**src/rtl/sampled_multichannel_pulse_counter_macros.svh**
```systemverilog
// Assertion helpers used by the pulse counter back end.
`ifndef SAMPLED_MULTICHANNEL_PULSE_COUNTER_MACROS_SVH
`define SAMPLED_MULTICHANNEL_PULSE_COUNTER_MACROS_SVH

// Same-cycle implication, disabled during reset.
`define SMPC_ASSERT_NOW(label, clk, rst, ante, cons) \
   label: assert property (@(posedge clk) disable iff (rst) (ante) |-> (cons)) \
      else $error("smpc assertion failed");

// Next-cycle implication, disabled during reset.
`define SMPC_ASSERT_NEXT(label, clk, rst, ante, cons) \
   label: assert property (@(posedge clk) disable iff (rst) (ante) |=> (cons)) \
      else $error("smpc assertion failed");

`endif

```
**src/rtl/smpc_pkg.sv**
```systemverilog
package smpc_pkg;

   typedef enum logic [1:0] {
      ITEM_TICK,
      ITEM_INIT,
      ITEM_DROP
   } item_kind_type;

   localparam logic OP_TICK = 1'b0;
   localparam logic OP_INIT = 1'b1;

   localparam logic EV_REQUEST = 1'b0;
   localparam logic EV_PUBLISH = 1'b1;

   localparam logic REG_SAMPLE_PERIOD = 1'b0;
   localparam logic REG_QUERY_PERIOD  = 1'b1;

   localparam logic [15:0] SAMPLE_PERIOD_RESET = 16'd500;
   localparam logic [15:0] QUERY_PERIOD_RESET  = 16'd10000;

   localparam int RESULT_LIMIT = 8;
   localparam int PIN_COUNT    = 4;
   localparam int QUEUE_DEPTH  = 2;
   localparam int QPTR_W       = $clog2(QUEUE_DEPTH);
   localparam int QFILL_W      = $clog2(QUEUE_DEPTH + 1);
   localparam int RCNT_W       = $clog2(RESULT_LIMIT);

   typedef struct packed {
      item_kind_type         kind;
      logic [PIN_COUNT-1:0]  pins;
      logic                  link_up;
      logic [1:0]            channel;
      logic [31:0]           value;
   } item_type;

   typedef struct packed {
      logic [15:0] sample_period;
      logic [15:0] query_period;
   } cfg_type;

   function automatic logic [15:0] sat_inc(input logic [15:0] v);
      return (v == 16'hFFFF) ? v : v + 16'd1;
   endfunction

endpackage

```
**src/rtl/sampled_multichannel_pulse_counter.sv**
```systemverilog
// Sampled multichannel pulse counter.
// Request channel (req_*): valid/stall. An item is a millisecond tick
// (opcode 0: all pin levels and link status) or an initial count for one
// channel (opcode 1). Result channel (rsp_*): valid/stall, one event per
// item moved: a request for a channel's initial count or a publish of its
// 32-bit count; rsp_last_of_run marks the final event of a tick.
// Configuration (csr_*): write-only sample and query periods, written while idle.
// With the back end idle, the first event of a tick reaches the result ports
// through the pop and state update, then the output register.
// A tick holds the back end until its events are out, one event per cycle
// through the single output register while rsp_stall is low; an initial
// count gives no result. Up to 8 events per tick.
// A two-entry queue sits between the front and back ends, so ticks are
// accepted while earlier events still drain.
// Reset: counts, levels, timers and flags clear, the first tick loads the pin
// levels without counting, and the periods return to 500 and 10000 ms.
// When rsp_stall is high the output holds and the queue fills; req_stall
// rises once both queue entries are taken.
module sampled_multichannel_pulse_counter #(
   parameter int CHANNELS = 4
) (
   input  logic         clock,
   input  logic         reset,
   input  logic         req_valid,
   output logic         req_stall,
   input  logic         req_opcode,
   input  logic [3:0]   req_pin_levels,
   input  logic         req_link_up,
   input  logic [1:0]   req_channel,
   input  logic [31:0]  req_initial_value,
   output logic         rsp_valid,
   input  logic         rsp_stall,
   output logic         rsp_event_kind,
   output logic [1:0]   rsp_event_channel,
   output logic [31:0]  rsp_count_value,
   output logic         rsp_last_of_run,
   input  logic         csr_write,
   input  logic         csr_index,
   input  logic [15:0]  csr_data
);
   import smpc_pkg::*;

   cfg_type  cfg_ff, cfg_in;
   logic     q_valid;
   logic     q_pop;
   item_type q_item;

   // Decode register writes; unused fields hold.
   always_comb begin
      cfg_in = cfg_ff;
      if (csr_write) begin
         unique case (csr_index)
            REG_SAMPLE_PERIOD: cfg_in.sample_period = csr_data;
            REG_QUERY_PERIOD:  cfg_in.query_period  = csr_data;
            default:           cfg_in = cfg_ff;
         endcase
      end
   end

   always_ff @(posedge clock) begin
      if (reset) begin
         cfg_ff.sample_period <= SAMPLE_PERIOD_RESET;
         cfg_ff.query_period  <= QUERY_PERIOD_RESET;
      end else begin
         cfg_ff <= cfg_in;
      end
   end

   // Front end: accept, classify and queue items.
   smpc_front #(
      .CHANNELS(CHANNELS)
   ) u_front (
      .clock             (clock),
      .reset             (reset),
      .req_valid         (req_valid),
      .req_stall         (req_stall),
      .req_opcode        (req_opcode),
      .req_pin_levels    (req_pin_levels),
      .req_link_up       (req_link_up),
      .req_channel       (req_channel),
      .req_initial_value (req_initial_value),
      .q_valid           (q_valid),
      .q_item            (q_item),
      .q_pop             (q_pop)
   );

   // Back end: update channel state and emit events one per cycle while rsp_stall is low.
   smpc_back #(
      .CHANNELS(CHANNELS)
   ) u_back (
      .clock             (clock),
      .reset             (reset),
      .cfg               (cfg_ff),
      .q_valid           (q_valid),
      .q_item            (q_item),
      .q_pop             (q_pop),
      .rsp_valid         (rsp_valid),
      .rsp_stall         (rsp_stall),
      .rsp_event_kind    (rsp_event_kind),
      .rsp_event_channel (rsp_event_channel),
      .rsp_count_value   (rsp_count_value),
      .rsp_last_of_run   (rsp_last_of_run)
   );

endmodule

```
**src/rtl/smpc_front.sv**
```systemverilog
module smpc_front #(
   parameter int CHANNELS = 4
) (
   input  logic                       clock,
   input  logic                       reset,
   input  logic                       req_valid,
   output logic                       req_stall,
   input  logic                       req_opcode,
   input  logic [3:0]                 req_pin_levels,
   input  logic                       req_link_up,
   input  logic [1:0]                 req_channel,
   input  logic [31:0]                req_initial_value,
   output logic                       q_valid,
   output smpc_pkg::item_type         q_item,
   input  logic                       q_pop
);
   import smpc_pkg::*;

   item_type            queue_ff [QUEUE_DEPTH];
   logic [QPTR_W-1:0]   wr_ptr_ff, wr_ptr_in;
   logic [QPTR_W-1:0]   rd_ptr_ff, rd_ptr_in;
   logic [QFILL_W-1:0]  fill_ff, fill_in;
   item_type            item_new;
   logic                push;

   // Classify: ticks, initial counts for a real channel, and the rest to drop.
   always_comb begin
      item_new.pins    = req_pin_levels;
      item_new.link_up = req_link_up;
      item_new.channel = req_channel;
      item_new.value   = req_initial_value;
      priority if (req_opcode == OP_TICK) begin
         item_new.kind = ITEM_TICK;
      end else if ({30'd0, req_channel} < 32'(CHANNELS)) begin
         item_new.kind = ITEM_INIT;
      end else begin
         item_new.kind = ITEM_DROP;
      end
   end

   assign req_stall = (fill_ff == QFILL_W'(QUEUE_DEPTH));
   assign push      = req_valid && !req_stall;
   assign q_valid   = (fill_ff != '0);
   assign q_item    = queue_ff[rd_ptr_ff];

   always_comb begin
      wr_ptr_in = push  ? wr_ptr_ff + 1'b1 : wr_ptr_ff;
      rd_ptr_in = q_pop ? rd_ptr_ff + 1'b1 : rd_ptr_ff;
      fill_in   = fill_ff + QFILL_W'(push) - QFILL_W'(q_pop);
   end

   always_ff @(posedge clock) begin
      if (reset) begin
         wr_ptr_ff <= '0;
         rd_ptr_ff <= '0;
         fill_ff   <= '0;
      end else begin
         wr_ptr_ff <= wr_ptr_in;
         rd_ptr_ff <= rd_ptr_in;
         fill_ff   <= fill_in;
      end
   end

   always_ff @(posedge clock) begin
      if (push) begin
         queue_ff[wr_ptr_ff] <= item_new;
      end
   end

endmodule

```
**src/rtl/smpc_back.sv**
```systemverilog
`include "sampled_multichannel_pulse_counter_macros.svh"

module smpc_back #(
   parameter int CHANNELS = 4
) (
   input  logic                  clock,
   input  logic                  reset,
   input  smpc_pkg::cfg_type     cfg,
   input  logic                  q_valid,
   input  smpc_pkg::item_type    q_item,
   output logic                  q_pop,
   output logic                  rsp_valid,
   input  logic                  rsp_stall,
   output logic                  rsp_event_kind,
   output logic [1:0]            rsp_event_channel,
   output logic [31:0]           rsp_count_value,
   output logic                  rsp_last_of_run
);
   import smpc_pkg::*;

   localparam int EW = 2 * CHANNELS;
   localparam int CW = (CHANNELS > 1) ? $clog2(CHANNELS) : 1;
   localparam int IW = CW + 1;
   localparam int PW = (CHANNELS > PIN_COUNT) ? CHANNELS : PIN_COUNT;

   logic [31:0] pulse_count_ff  [CHANNELS];
   logic [31:0] pulse_count_in  [CHANNELS];
   logic [15:0] since_sample_ff [CHANNELS];
   logic [15:0] since_sample_in [CHANNELS];
   logic [15:0] since_query_ff  [CHANNELS];
   logic [15:0] since_query_in  [CHANNELS];
   logic [CHANNELS-1:0] prev_level_ff, prev_level_in;
   logic [CHANNELS-1:0] init_rx_ff, init_rx_in;
   logic [CHANNELS-1:0] republish_ff, republish_in;
   logic first_pass_ff, first_pass_in;

   logic [EW-1:0]     pend_ff, pend_in;
   logic [RCNT_W-1:0] sent_ff, sent_in;
   logic [EW-1:0]     tick_events;
   logic [EW-1:0]     low_bit, pend_rest, pend_left;
   logic [IW-1:0]     sel_idx;
   logic [CW-1:0]     sel_ch;
   logic              out_free, emit, emit_last;
   logic              is_tick, is_init;
   logic [PW-1:0]     pins_w;

   logic        rsp_valid_ff, rsp_valid_in;
   logic        rsp_kind_ff;
   logic [1:0]  rsp_channel_ff;
   logic [31:0] rsp_count_ff;
   logic        rsp_last_ff;

   assign pins_w  = PW'(q_item.pins);
   assign is_tick = q_pop && (q_item.kind == ITEM_TICK);
   assign is_init = q_pop && (q_item.kind == ITEM_INIT);

   // Per-channel tick and initial-count update.
   for (genvar g = 0; g < CHANNELS; g++) begin : g_chan
      logic [15:0] sq_inc, ss_inc;
      logic        cur, prev_eff, rise, samp, want_req, trig, hit;

      assign sq_inc   = sat_inc(since_query_ff[g]);
      assign ss_inc   = sat_inc(since_sample_ff[g]);
      assign cur      = pins_w[g];
      assign want_req = !init_rx_ff[g] && (sq_inc > cfg.query_period) && q_item.link_up;
      assign samp     = first_pass_ff || (ss_inc > cfg.sample_period);
      assign prev_eff = first_pass_ff ? cur : prev_level_ff[g];
      assign rise     = samp && cur && !prev_eff;
      assign trig     = samp && init_rx_ff[g] && (rise || republish_ff[g]);
      assign hit      = is_init && ({30'd0, q_item.channel} == 32'(g)) && !init_rx_ff[g];

      assign tick_events[2*g]   = want_req;
      assign tick_events[2*g+1] = trig && q_item.link_up;

      assign pulse_count_in[g]  = is_tick ? pulse_count_ff[g] + 32'(rise) :
                                  hit     ? pulse_count_ff[g] + q_item.value :
                                            pulse_count_ff[g];
      assign since_sample_in[g] = is_tick ? (samp ? 16'd0 : ss_inc) : since_sample_ff[g];
      assign since_query_in[g]  = is_tick ? (want_req ? 16'd0 : sq_inc) : since_query_ff[g];
      assign prev_level_in[g]   = (is_tick && samp) ? cur : prev_level_ff[g];
      assign init_rx_in[g]      = hit || init_rx_ff[g];
      assign republish_in[g]    = is_tick ? (republish_ff[g] && !trig) :
                                  hit     ? (pulse_count_ff[g] != 32'd0) :
                                            republish_ff[g];
   end

   // Walk pending events lowest first: request then publish, channel by channel.
   always_comb begin
      low_bit   = pend_ff & (~pend_ff + EW'(1));
      pend_rest = pend_ff & ~low_bit;
      sel_idx   = '0;
      for (int b = 0; b < EW; b++) begin
         if (low_bit[b]) begin
            sel_idx = sel_idx | IW'(b);
         end
      end
      sel_ch    = sel_idx[IW-1:1];
      out_free  = !rsp_valid_ff || !rsp_stall;
      emit      = out_free && (pend_ff != '0);
      emit_last = (pend_rest == '0) || (sent_ff == RCNT_W'(RESULT_LIMIT - 1));
      pend_left = emit ? (emit_last ? '0 : pend_rest) : pend_ff;
      q_pop     = q_valid && (pend_left == '0);
   end

   always_comb begin
      pend_in       = is_tick ? tick_events : pend_left;
      sent_in       = is_tick ? '0 : (emit ? sent_ff + 1'b1 : sent_ff);
      first_pass_in = is_tick ? 1'b0 : first_pass_ff;
      rsp_valid_in  = emit ? 1'b1 : (rsp_stall ? rsp_valid_ff : 1'b0);
   end

   always_ff @(posedge clock) begin
      if (reset) begin
         for (int i = 0; i < CHANNELS; i++) begin
            pulse_count_ff[i]  <= '0;
            since_sample_ff[i] <= '0;
            since_query_ff[i]  <= '0;
         end
         prev_level_ff <= '0;
         init_rx_ff    <= '0;
         republish_ff  <= '0;
         first_pass_ff <= 1'b1;
         pend_ff       <= '0;
         sent_ff       <= '0;
         rsp_valid_ff  <= 1'b0;
      end else begin
         for (int i = 0; i < CHANNELS; i++) begin
            pulse_count_ff[i]  <= pulse_count_in[i];
            since_sample_ff[i] <= since_sample_in[i];
            since_query_ff[i]  <= since_query_in[i];
         end
         prev_level_ff <= prev_level_in;
         init_rx_ff    <= init_rx_in;
         republish_ff  <= republish_in;
         first_pass_ff <= first_pass_in;
         pend_ff       <= pend_in;
         sent_ff       <= sent_in;
         rsp_valid_ff  <= rsp_valid_in;
      end
   end

   always_ff @(posedge clock) begin
      if (emit) begin
         rsp_kind_ff    <= sel_idx[0];
         rsp_channel_ff <= 2'(sel_ch);
         rsp_count_ff   <= (sel_idx[0] == EV_PUBLISH) ? pulse_count_ff[sel_ch] : 32'd0;
         rsp_last_ff    <= emit_last;
      end
   end

   assign rsp_valid         = rsp_valid_ff;
   assign rsp_event_kind    = rsp_kind_ff;
   assign rsp_event_channel = rsp_channel_ff;
   assign rsp_count_value   = rsp_count_ff;
   assign rsp_last_of_run   = rsp_last_ff;

   `SMPC_ASSERT_NEXT(a_no_invented_events, clock, reset, (pend_ff == '0) && !q_valid, pend_ff == '0)
   `SMPC_ASSERT_NEXT(a_last_drains, clock, reset, emit && emit_last && !is_tick, pend_ff == '0)
   `SMPC_ASSERT_NEXT(a_first_pass_once, clock, reset, is_tick, !first_pass_ff)
   `SMPC_ASSERT_NOW(a_pop_only_when_drained, clock, reset, q_pop && (pend_ff != '0), emit)

endmodule

```
**config.mk**
```make
export PLATFORM = sky130hd
export DESIGN_NAME = sampled_multichannel_pulse_counter
export DESIGN_NICKNAME = d
export VERILOG_FILES = /design/src/rtl/smpc_pkg.sv /design/src/rtl/sampled_multichannel_pulse_counter.sv /design/src/rtl/smpc_front.sv /design/src/rtl/smpc_back.sv
export VERILOG_INCLUDE_DIRS = /design/src /design/src/rtl
export SDC_FILE = /design/constraint.sdc
export NUM_CORES = 1
export LEC_CHECK = 0
export ABC_CLOCK_PERIOD_IN_PS = 7200
export BUFFER_PORTS_ARGS = -buffer_cell sky130_fd_sc_hd__clkbuf_2
export CELL_PAD_IN_SITES_DETAIL_PLACEMENT = 2
export CELL_PAD_IN_SITES_GLOBAL_PLACEMENT = 2
export CORE_ASPECT_RATIO = 0.9
export CORE_MARGIN = 2
export CORE_UTILIZATION = 41
export CTS_BUF_LIST = sky130_fd_sc_hd__clkbuf_4 sky130_fd_sc_hd__clkbuf_8
export DETAILED_ROUTE_END_ITERATION = 8
export GPL_TIMING_DRIVEN = 0
export PLACE_DENSITY_LB_ADDON = 0.1
export SKIP_LAST_GASP = 1
export SLEW_MARGIN = 10
export SYNTH_ARGS = -nofsm -noshare
export SYNTH_HDL_FRONTEND = slang
export SYNTH_SLANG_ARGS = --single-unit
```
**constraint.sdc**
```tcl
create_clock -name clock -period 7.2 [get_ports clock]
set_input_delay 0 -clock clock [delete_from_list [all_inputs] [get_ports clock]]
set_output_delay 0 -clock clock [all_outputs]
set_load 0.01 [all_outputs]
```
---- Word-level counts from Yosys, hierarchy flattened ----
Memories as Yosys holds them, arrays and structs flattened. A register that Yosys moved wholly into a read port is not among the register bits.
Cells that the tools add are included.
word-level totals
  bits in read-only memories .............. 0
  input bits .............................. 62
  RAM bits ................................ 336
  memories kept ........................... 4
  output and inout bits ................... 38
  register bits after elaboration ......... 65
  logic and storage cells ................. 259
  latch bits .............................. 0
operators by class
  multipliers ............................. 0
  divide/modulo/power cells ............... 0
  reduce and logical (&&, ||, !) cells .... 96
  multiplexer cells ....................... 76
  order comparisons ....................... 8
  bitwise logic cells ..................... 17
  equality and inequality tests ........... 15
  shift-type cells ........................ 0
  add/sub/neg operators ................... 22
memories
  memory                  depth  bits a word  rd ports  clocked after Yosys merged registers in  write ports  RTL line          text
  u_back.pulse_count_ff   4      32           5         1                                        4            smpc_back.sv:26   logic [31:0] pulse_count_ff [CHANNELS];
  u_front.queue_ff        2      40           1         1                                        1            smpc_front.sv:19  item_type queue_ff [QUEUE_DEPTH];
  u_back.since_query_ff   4      16           4         0                                        4            smpc_back.sv:30   logic [15:0] since_query_ff [CHANNELS];
  u_back.since_sample_ff  4      16           4         0                                        4            smpc_back.sv:28   logic [15:0] since_sample_ff [CHANNELS];
operator list
  kind                   count
  $mux 16                32
  $mux 32                12
  $add 16x1->16 const B  8
  $add 32x1->32          4
  $add 32x32->32         4
  $eq 16x16->1 const B   8
  $gt 16x16->1           8
  $reduce_bool 32->1     4
  $logic_and 1x1->1      49
  $mux 8                 3
  $mux 1                 23
  $and 8x8->8            2
  $logic_not 1->1        16
  $logic_not 8->1        2
  $not 8->8              2
  $logic_or 1x1->1       14
  $mux 3                 4
  $or 1x1->1             12
  $reduce_bool 2->1      5
  $add 8x1->8 const B    1
  $reduce_bool 8->1      1
  $eq 2x2->1 const B     3
  $eq 2x1->1 const B     2
  $logic_not 2->1        2
  10 further kinds       13

---- Logic depth before layout (Yosys ltp) ----
  depth after elaboration ................. 17
  gate-level depth with buffers ........... 31
  depth with buffers taken out ............ 30

---- Cells and area by module ----
Synthesis repeated with hierarchy kept, for this count alone.
unflattened totals
  cell total of the unflattened synthesis .. 3282
  area total of the unflattened synthesis .. 29150.5 um^2
by module, submodules not included
  module                              cells each  instances  sequential area each (um^2)  area an instance (um^2)
  smpc_back                           2998        1          6706.4                       24648.6
  smpc_front                          152         1          2502.4                       3113.0
  sampled_multichannel_pulse_counter  132         1          640.6                        1388.8

---- Least setup slack after synthesis ----
No wires, ideal clock.
  path kind ............................... register -> register
  from .................................... memory u_back.since_sample_ff[2][3] (netlist: u_back.since_sample_ff[0][35])
  to ...................................... memory u_back.pulse_count_ff[2][30]
  library setup time ...................... 0.117 ns
  clock period less this slack ............ 5.989 ns
  arrival time ............................ 5.872 ns
  data required time ...................... 7.083 ns
  stages on the path, launching flop included .. 31
  buffers on the path ..................... 0
  setup slack ............................. 1.211 ns
  path through ............................ dfxtp_1 and3_1 and2_1 and3_1 nand4_1 nor2_1 nand3_1 nand2_1 nand2_1 ha_1 nor2b_1 o21a_1 o21a_1 o21a_1 o21a_1 o211ai_1 a31oi_1 nor4b_1 a21o_1 ha_1 fa_1 a21o_1 a21o_1 a21oi_1 o21ai_0 a31o_2 a21oi_1 o21ai_0 a41oi_1 mux2i_1 nand2_1
RTL lines
  item                RTL line
  start: declaration  smpc_back.sv:28
  end: declaration    smpc_back.sv:26

==> results.toml <==
[grt]
grt_max_degree = 24
grt_pass1_wl_mm = 180
overflow = 0
antenna_found_initial = 7
track_usage_pct = 33.1
grt_pass1_vias = 30200

[power]
power.leakage_nw = 13.8
peakVddDrop_uv = 241
p_per_area_nw_per_um2 = 399

[worst_setup_path]
worstReg2RegEnd = "u_back.pulse_count_ff[2][30]"
r2r_cells = 30
cp_common_cell = "o21a_1"
slowest_stage = "fa_1"
path_class = "register to register"
crit_start = "u_back.since_sample_ff[0][35]"
endpoint_kind = "register"
crit_buf_inv = 0
path_max_fanout = 7
cp_top_family = "compound AO/OA/AOI/OAI gates"
rrSetupSlack_ns = 0.28
critPathMaxStageDelay_ns = 0.41
critPathRequiredTime_ns = 7.80
crit_arrival_ns = 7.51
r2r_start = "u_back.since_sample_ff[0][35]"
cp-start-kind = "register"

[drt]
wire_per_inst_um = 26.9
avgViaCountPerCell = 6.15
dr_total_vias = 27200
drc = 0
wl_mm = 119
dr.pass1.iters = 5
drt_iter0_drc = 1614
drt.antenna.violating_nets = 0

[floorplanning]
ios = 100
die_h_um = 253
rows = 91
core-area_um2 = 68300
dieArea_um2 = 71000
die_width_um = 281
initial_core_util_pct = 41.4

[synth]
syn_inst = 3186
synth_ff_type = "dfxtp_1"
synth_cell_type_count = 87
async_flop_share_pct = 0
seq_area_frac_synth_pct = 34.9
ys_warn_count = 0
synth_edf_count = 116
syn_area_per_cell_um2 = 8.87
synth-seq-cells = 434
synth_nets = 3516
syn_area_um2 = 28300

[sta]
fin_worst_skew_ns = 0.0431
finalSetupViolations = 0
hold_viol = 0
tns_ns = 0
tightest_slew_ns = 1.35
finalMaxSlewViolations = 0
rsz0062_at_grt = "true"
slew_headroom_pct = 9.99
max_freq_ghz = 0.145
final.min_clock_period_ns = 6.92
min_period_over_period_pct = 96.1
whs_ns = 0.0299

[finish]
drive_gt1_share_pct = 11.3
ff_latch_area_um2 = 9850
area_growth_syn_to_layout_pct = 16.7
n_fill_cell = 7292
multiInputGateArea_um2 = 17800
nNetsFinal = 3805

[place]
place_congestion = 0.901
hpwlAfterDp_mm = 86.1
portBuffers = 98

[clock_tree]
insertion_delay_ns = 0.73
tritoncts = "built"
clockBufferDepth = 3
htree_levels = 3
path_clk_slew_ns = 0.07
cts_buffers = 82
cts_root_buffer = "clkbuf_8"
cts_sinks = 434

[status]
outcome = "completed"

[job]
cap_violations = 0

[worst_hold_path]
hold_depth = 2
hold_path_end = "u_front.queue_ff[1][5]"
hp-class = "input pin to register"
worstHoldStart = "req_initial_value[5]"
## state kept, by name, summed over array words and instances (netlist names), 2 cells and up, named ones only
signal                    cells
cfg_ff                       32
u_back.init_rx_ff             4
u_back.pend_ff                8
u_back.prev_level_ff          4
u_back.pulse_count_ff       128
u_back.republish_ff           4
u_back.rsp_count_value       32
u_back.rsp_event_channel      2
u_back.sent_ff                3
u_back.since_query_ff        64
u_back.since_sample_ff       64
u_front.fill_ff               2
u_front.queue_ff             80
## synth_stat cells, drive strengths merged, types with 16 or more instances
| cell type | number | share of area [%] |
|---|---|---|
| nand2 | 389 | 5.2 |
| dfxtp | 318 | 23 |
| a21oi | 302 | 5.4 |
| ha | 264 | 12 |
| nor2 | 220 | 3.0 |
| xnor2 | 120 | 3.7 |
| edfxtp | 116 | 12 |
| o21ai | 101 | 1.8 |
| a21o | 94 | 2.5 |
| clkbuf | 89 | 1.2 |
| nand3 | 86 | 1.5 |
| inv | 83 | 1.1 |
| nor2b | 76 | 1.7 |
| xor2 | 66 | 2.0 |
| o21a | 64 | 1.7 |
| nand4 | 58 | 1.3 |
| a31oi | 57 | 1.3 |
| nor3 | 57 | 1.1 |
| mux2i | 52 | 1.8 |
| nor4 | 52 | 1.2 |
| a22o | 50 | 1.6 |
| and3 | 49 | 1.1 |
| buf | 42 | 0.78 |
| nand2b | 33 | 0.73 |
| mux4 | 32 | 2.6 |
| a211oi | 27 | 0.72 |
| o211ai | 26 | 0.69 |
| a32o | 24 | 0.85 |
| o31ai | 23 | 0.61 |
| o21bai | 20 | 0.53 |
| nor4b | 18 | 0.56 |
| or3 | 16 | 0.35 |
## power by group
| group | switching (mW) | total [mW] | internal [mW] |
|---|---|---|---|
| Combinational | 4.33 | 6.83 | 2.50 |
| Clock | 1.21 | 2.60 | 1.40 |
| Sequential | 0.667 | 3.72 | 3.06 |
| Total | 6.21 | 13.2 | 6.95 |
## worst register-to-register path: cells and delay by family (launching register included)
kind	cells	cell delay (ns)
AO/OA/AOI/OAI	15	3.27
multiplexers	1	0.28
flip-flops	1	0.39
AND/OR/NAND/NOR	11	1.95
adder cells (fa/ha/maj)	3	0.91
## how the worst max path moves through the flow
stage          depth (start not counted)                           end
6_report                              30  u_back.pulse_count_ff[2][30]
3_3_place_gp                          30  u_back.pulse_count_ff[2][30]
3_5_place_dp                          30  u_back.pulse_count_ff[2][30]
4_1_cts                               30  u_back.pulse_count_ff[2][30]
2_1_floorplan                         30  u_back.pulse_count_ff[2][30]
5_1_grt                               30  u_back.pulse_count_ff[0][20]
## per-layer routing
metal	wire [µm]	GRT usage, %
met1	49000	38.7
met4	6380	16.7
met3	4720	4.58
met2	59200	59.2
met5	13	0
## area by class of cell
type,instances,share of cell area (%)
Inverter,83,0.945
Sequential cell,434,29.9
Tap cell,883,3.35
Timing Repair Buffer,208,4.90
Clock buffer,125,4.65
Multi-Input combinational cell,2538,54.1
Buffer,128,1.65
Clock inverter,27,0.497
Antenna cell,4,0.0304
## cells by family (layout without fill, tap and decap cells)
logic type / after synthesis / after routing / share of synthesized area (%)
and+or+nand+nor: 1114 / 1114 / 19.2
AOI/OAI and AO/OA: 871 / 871 / 20.2
DFF: 434 / 434 / 34.9
adders and majority gates: 269 / 269 / 12.0
buffers and inverters: 214 / 571 / 3.06
xor gates and xnor gates: 186 / 186 / 5.77
muxes: 98 / 98 / 4.95
other: 0 / 4 / 0
## what timing repair did
action                                 CTS  global route
pin swaps                                1            11
buffers inserted                         2            12
endpoints found under the hold margin  138             0
hold buffers                            91             0
setup endpoints to repair               38            40
cloned                                   0             0
gates resized for setup                 24            32
## per-stage QoR
step	utilization (%)	power [mW]	instance area, µm²	worst slack [ns]	cells
2_1_floorplan	-	7.86	28300	1.21	3186
3_3_place_gp	43.7	9.72	29800	-0.590	4167
3_5_place_dp	43.9	10.2	30000	-0.988	4172
4_1_cts	47.9	12.9	32700	-0.100	4416
5_1_grt	48.3	13.9	33000	-0.0366	4429
6_report	48.3	13.2	33000	0.284	4430
## cell usage in the layout, fill, tap and decap left out, types with 24 or more instances in the layout
master         count
a21o_1            94
a21oi_1          298
a22o_1            50
a31oi_1           50
a32o_1            24
and3_1            45
clkbuf_1          85
clkbuf_2          99
clkbuf_4          30
clkbuf_8          95
dfxtp_1          314
dlygate4sd3_1     91
edfxtp_1         116
ha_1             264
inv_1             83
mux2i_1           52
mux4_2            32
nand2_1          388
nand2b_1          33
nand3_1           82
nand4_1           58
nor2_1           213
nor2b_1           76
nor3_1            54
nor4_1            52
o211ai_1          26
o21a_1            64
o21ai_0           90
xnor2_1          120
xor2_1            66
Note: power is estimated with default switching activity, not from simulation.
